File: src/hdl/bcu_pkg.sv
`default_nettype none

package bcu_pkg;

    localparam int BCU_MAX_N  = 63;
    localparam int N_W        = 6;
    localparam int COEF_W     = 60;
    localparam int PROD_W     = COEF_W + N_W;
    localparam int DIV_CNT_W  = $clog2(PROD_W);

    typedef enum logic [1:0] {
        S_IDLE,
        S_MUL,
        S_DIV,
        S_OUT
    } t_state;

endpackage

`default_nettype wire

File: src/hdl/bcu_div.sv
`default_nettype none

module bcu_div import bcu_pkg::*; (
    input  wire logic              i_clk,
    input  wire logic              i_rst_n,
    input  wire logic              i_start,
    input  wire logic [PROD_W-1:0] i_dividend,
    input  wire logic [N_W-1:0]    i_divisor,
    output logic      [PROD_W-1:0] o_quotient,
    output logic                   o_done
);

    logic                 r_busy;
    logic                 r_done;
    logic [DIV_CNT_W-1:0] r_cnt;
    logic [N_W-1:0]       r_rem;
    logic [N_W-1:0]       r_div;
    logic [PROD_W-1:0]    r_quo;

    logic [N_W:0]         w_trial;
    logic                 w_qbit;
    logic [N_W-1:0]       w_rem;

    // restoring step: one quotient bit per cycle
    always_comb begin
        w_trial = {r_rem, r_quo[PROD_W-1]};
        w_qbit  = (w_trial >= {1'b0, r_div});
        if (w_qbit) begin
            w_rem = N_W'(w_trial - {1'b0, r_div});
        end else begin
            w_rem = w_trial[N_W-1:0];
        end
    end

    always_ff @(posedge i_clk) begin
        if (!i_rst_n) begin
            r_busy <= 1'b0;
            r_done <= 1'b0;
            r_cnt  <= '0;
        end else begin
            r_done <= 1'b0;
            if (i_start) begin
                r_busy <= 1'b1;
                r_cnt  <= '0;
            end else if (r_busy) begin
                r_cnt <= r_cnt + 1'b1;
                if (r_cnt == DIV_CNT_W'(PROD_W - 1)) begin
                    r_busy <= 1'b0;
                    r_done <= 1'b1;
                end
            end
        end
    end

    always_ff @(posedge i_clk) begin
        if (i_start) begin
            r_rem <= '0;
            r_div <= i_divisor;
            r_quo <= i_dividend;
        end else if (r_busy) begin
            r_rem <= w_rem;
            r_quo <= {r_quo[PROD_W-2:0], w_qbit};
        end
    end

    assign o_quotient = r_quo;
    assign o_done     = r_done;

endmodule

`default_nettype wire

File: config.mk
export PLATFORM = sky130hd
export DESIGN_NAME = bcu_div
export DESIGN_NICKNAME = d
export VERILOG_FILES = /design/src/hdl/bcu_pkg.sv /design/src/hdl/bcu_div.sv
export SDC_FILE = /design/constraint.sdc
export NUM_CORES = 1
export LEC_CHECK = 0
export ABC_AREA = 0
export BUFFER_PORTS_ARGS = -buffer_cell sky130_fd_sc_hd__buf_2
export CAP_MARGIN = 20
export CORE_MARGIN = 2
export CORE_UTILIZATION = 49
export CTS_BUF_LIST = sky130_fd_sc_hd__clkbuf_16
export DETAILED_ROUTE_END_ITERATION = 6
export GPL_TIMING_DRIVEN = 0
export PLACE_DENSITY = 0.8
export SYNTH_ARGS = -nofsm -noshare
export SYNTH_HDL_FRONTEND = slang
export SYNTH_SLANG_ARGS = --single-unit
File: constraint.sdc
create_clock -name i_clk -period 3.4 [get_ports i_clk]
set_input_delay 0.51 -clock i_clk [delete_from_list [all_inputs] [get_ports i_clk]]
set_output_delay 0.51 -clock i_clk [all_outputs]
set_load 0.01 [all_outputs]
### Yosys cells after proc, flatten, opt, wreduce, memory -nomap -nowiden

Cells that the tools add are included.
W data, S select, Z words.

* reduce and logical (&&, ||, !) cells: 3
* shifts and indexed selects: 0
* add/subtract/negate cells: 2
* div/mod/pow operators: 0
* $lt $le $gt $ge: 1
* multipliers: 0
* multiplexer cells: 7
* bitwise operators: 2
* equality and inequality tests: 1

Operator list (number)
* $mux W66: 2
* $add A7 B1 Y7 const B: 1
* $eq A7 B7 Y1 const B: 1
* $ge A7 B6 Y1: 1
* $mux W6: 1
* $sub A6 B6 Y6: 1
* $mux W1: 4
* $reduce_or A3 Y1: 1
* $not A1 Y1: 2
* $reduce_bool A2 Y1: 1
* $reduce_or A2 Y1: 1

* memory bits (writable): 0
* output and inout port bits: 67
* memories: 0
* logic and storage cells: 22
* bits in read-only memories: 0
* bits in latches: 0
* input bits: 75
* register bits: 87

### Longest topological paths before layout

* depth after elaboration: 4
* mapped depth: 8
* mapped depth without buffers: 8

### Least setup slack after synthesis

OpenSTA, ideal clock, no wires.

* path kind: in2reg
* start point: input i_start
* end point: register r_quo[0], in the netlist o_quotient[0] (enable)
* data arrival time: 2.312 ns
* buffers on the path: 1
* stages on the path: 3
* required time: 2.974 ns
* library setup time: 0.426 ns
* slack: 0.663 ns
* cell sequence: clkbuf_1 > inv_1 > nand2_1

* cells in the longest elaborated chain, start to end: 1

Ends and longest elaborated chain
* from (decl): line bcu_div.sv:6 `input wire logic i_start,`
* $reduce_bool A2 Y1 (no source line)
* to (signal assigned): line bcu_div.sv:59 `r_quo <= i_dividend;`
* to (signal assigned): line bcu_div.sv:62 `r_quo <= {r_quo[PROD_W-2:0], w_qbit};`
* to (decl): line bcu_div.sv:18 `logic [PROD_W-1:0] r_quo;`

No other way between the ends.
A chain may end at the register's enable or synchronous reset.

### Worst setup path after layout

* start point: input i_start
* end point: register r_quo[21], in the netlist o_quotient[21] (enable)

The elaborated chain is that of the path after synthesis.

==> metrics <==
result of the run=finished clean; start point of the worst hold path=i_divisor[0]; GR Overflow Total=0; length of the first detailed-routing pass in iterations=4; clock input transition at the sequential cells of the worst setup and hold paths=~0.060 ns; Post-synth ARST share=0%; clock latency at the later pin of the worst-skew pair=about 0.33 ns; first-pass GRT wire length=about 13 mm; count of cell types in the netlist=35; data arrival time of the critical path=approximately 2.1 ns; antenna violations before repair=0; max-cap violation count=0; mean routed wirelength per cell=approximately 16 µm; fin cells=a little over 500; Register-to-Register Setup Slack=1.36 ns; buffers from clock root to sink, at most=2; Top FF cell, synth=sky130_fd_sc_hd__edfxtp_1; Post-Layout Inst Area=5050 µm²; residual antenna-violating net count after detailed routing=0; total routing usage reported by global routing=19.9%; RSZ-0062 raised after global routing=no; Remaining DRCs=0; required time worst endpoint=between 3 and 4 ns; part of the total power dissipated in the clock network=approximately 37%; Yosys Warn Count=0; maximum number of pins on one net before global-route repair=67; element type at the critical path start=primary input; total CTS buffers=9; Hold WC Path Type=primary input to register; Internal Pwr Total=2140 µW; Layout Nets=497; TritonCTS Sinks=87; Leak=0.00211 µW; utilization of the core after routing=65.4%; final setup violation count=0; Worst Hold Path EP=r_div[0]; number of max-slew violations in the final report=0; fraction of final layout cells with drive strength greater than 1=54.7%; number of placement rows=32; flip-flop and latch count after synthesis=between 80 and 90; die height=93.1 µm; count of antenna diodes in the layout=0; Vias/cell=between 5 and 6; port bufs=about 140; worst reg-to-reg path cell count=7; synthesized cell area=3890 µm²; Pwr Density=558 nW/µm²; Worst setup EP type=register; Post-CTS Setup Repair Bufs=0; nets in the synthesized netlist=345; destination of the worst register-to-register timing path=o_quotient[0]; largest voltage drop on the vdd net=0.295 mV; final worst-path cycle share=63.8%; total wire length after detailed routing=8.30 mm; placer's final routability congestion estimate=0.789; cell area reported after detailed placement=4730 µm²; number of gates given a new drive strength after cts=0; critical path fanouts, max=66; worst relative slew slack=41.8%; startpoint of the most critical register-to-register path=r_div[4]; Sequential Power Share=47.4%; mean cell area of the mapped netlist=15.0 µm²; clk_skew=0.00417 ns; clock tree from TritonCTS=yes; via count of the first global-routing pass=2847; number of cells traversed by the worst hold path=1; Switching Fraction=24.0%; detailed-route via count=2652; chip width=93.1 µm; final hold violations=0; number of hold-repair buffers added at the cts stage=0; time the worst path needs with I/O delays and setup=2.17 ns; worst-margin pin slew=0.873 ns; Sw Pwr=676 µW; H-tree depth reported by CTS=3; number of top-level pins=142; count of flip-flops with a built-in enable after synthesis=72; initial core utilization=50.4%; growth of design area from synthesis to finish=29.9%; start-to-end type of the worst setup path=primary input to register; first-iteration detailed-routing DRC count=87; Max Clk Rate=between 0.4 and 0.5 GHz; total instance count after detailed placement=just over 500; Comb power frac=15.3%; Floorplan Core Area=7730 µm²; sequential area share after synthesis=63.3%; first element of the critical path=i_start; Die ar.=8670 µm²; root buffer selected by CTS=sky130_fd_sc_hd__clkbuf_16; sum of net half-perimeters after detailed placement=6.01 mm; Post-Synthesis Cells=260
cells in the final DEF (no fill, tap or decap), types with 3 or more instances in the layout:
cell                         count
sky130_fd_sc_hd__a211oi_1        4
sky130_fd_sc_hd__mux2i_1         3
sky130_fd_sc_hd__clkbuf_1        9
sky130_fd_sc_hd__dfxtp_1        15
sky130_fd_sc_hd__mux2_2         67
sky130_fd_sc_hd__o21ai_0         6
sky130_fd_sc_hd__nor2_1         14
sky130_fd_sc_hd__a21oi_1         8
sky130_fd_sc_hd__xor2_1          5
sky130_fd_sc_hd__clkinvlp_4      3
sky130_fd_sc_hd__nor2b_1         3
sky130_fd_sc_hd__nand2_1         6
sky130_fd_sc_hd__buf_2         141
sky130_fd_sc_hd__inv_1          12
sky130_fd_sc_hd__edfxtp_1       72
sky130_fd_sc_hd__ha_1            9
sky130_fd_sc_hd__clkbuf_16       9
per-stage QoR:
stage | power (µW) | hold WS (ns) | setup WS [ns] | TNS (ns)
after floorplan | 1610 | 0.458 | 0.663 | 0
after global placement | 1780 | 0.471 | -0.494 | -32.40
after detailed placement | 1790 | 0.493 | 0.860 | 0
after CTS | 2840 | 0.344 | 1.21 | 0
after global routing | 2940 | 0.345 | 1.04 | 0
final | 2820 | 0.354 | 1.23 | 0
layer usage:
layer / routed length, µm / part of all wire, % / vias up / GRT usage, %
met3: 641 / 7.7 / 6 / 6.37
li1: - / - / 1279 / -
met4: 71 / 0.86 / 0 / 7.35
met1: 3350 / 40 / 1282 / 24.6
met2: 4240 / 51 / 85 / 32.7
met5: 0 / 0 / - / 0
state kept, by name (all words and copies together), names as in the netlist:
register    flops
o_done          1
o_quotient     66
r_busy          1
r_cnt           7
r_div           6
r_rem           6
cell usage after synthesis, types with 2 or more instances:
cell type | number | share of area (%)
sky130_fd_sc_hd__edfxtp_1 | 72 | 56
sky130_fd_sc_hd__mux2_2 | 67 | 19
sky130_fd_sc_hd__dfxtp_1 | 15 | 7.7
sky130_fd_sc_hd__nor2_1 | 14 | 1.4
sky130_fd_sc_hd__inv_1 | 12 | 1.2
sky130_fd_sc_hd__clkbuf_1 | 9 | 0.87
sky130_fd_sc_hd__ha_1 | 9 | 2.9
sky130_fd_sc_hd__a21oi_1 | 8 | 1.0
sky130_fd_sc_hd__nand2_1 | 7 | 0.68
sky130_fd_sc_hd__o21ai_0 | 6 | 0.77
sky130_fd_sc_hd__xor2_1 | 5 | 1.1
sky130_fd_sc_hd__a211oi_1 | 4 | 0.77
sky130_fd_sc_hd__mux2i_1 | 3 | 0.77
sky130_fd_sc_hd__nor2b_1 | 3 | 0.48
sky130_fd_sc_hd__nand2b_1 | 2 | 0.32
sky130_fd_sc_hd__nand3_1 | 2 | 0.26
sky130_fd_sc_hd__nand4_1 | 2 | 0.32
sky130_fd_sc_hd__or3_1 | 2 | 0.32
sky130_fd_sc_hd__xnor2_1 | 2 | 0.45
cells by family after synthesis:
group                    after synthesis  synth area share [%]
flip-flops                            87                  63.3
AO/OA/AOI/OAI                         26                  4.47
AND/OR/NAND/NOR                       37                  4.69
adder cells (fa/ha/maj)               10                  3.41
buffers and inverters                 23                  2.41
XOR/XNOR                               7                  1.58
multiplexers                          70                  20.2
power by group through the flow:
stage | logic, µW | clock network [µW] | registers (µW)
final | 433 | 1050 | 1340
after global routing | 478 | 1110 | 1350
after CTS | 437 | 1070 | 1340
after detailed placement | 435 | 0 | 1360
after global placement | 423 | 0 | 1360
after floorplan | 217 | 0 | 1400
worst max-delay path by stage:
stage,endpoint,depth (start not counted)
after floorplan,o_quotient[0],3
after global placement,o_quotient[33],4
after detailed placement,o_quotient[16],4
after CTS,o_quotient[22],4
after global routing,o_quotient[12],4
final,o_quotient[21],4
final cells by class:
class	count	area, µm²
clock buffer	9	225
sequential	87	2460
inverter	12	45.0
buffer	11	48.8
fill	589	2670
multi-input combinational	150	1340
clock inverter	7	96.3
tap	102	128
timing repair buffer	141	706
worst max-delay path, cell delays in order:
cell and delay, ns:
sky130_fd_sc_hd__buf_2 0.17, sky130_fd_sc_hd__clkbuf_1 0.44, sky130_fd_sc_hd__inv_1 0.27, sky130_fd_sc_hd__nand2_4 0.68
No activity file was read; power rests on OpenSTA's default activity.
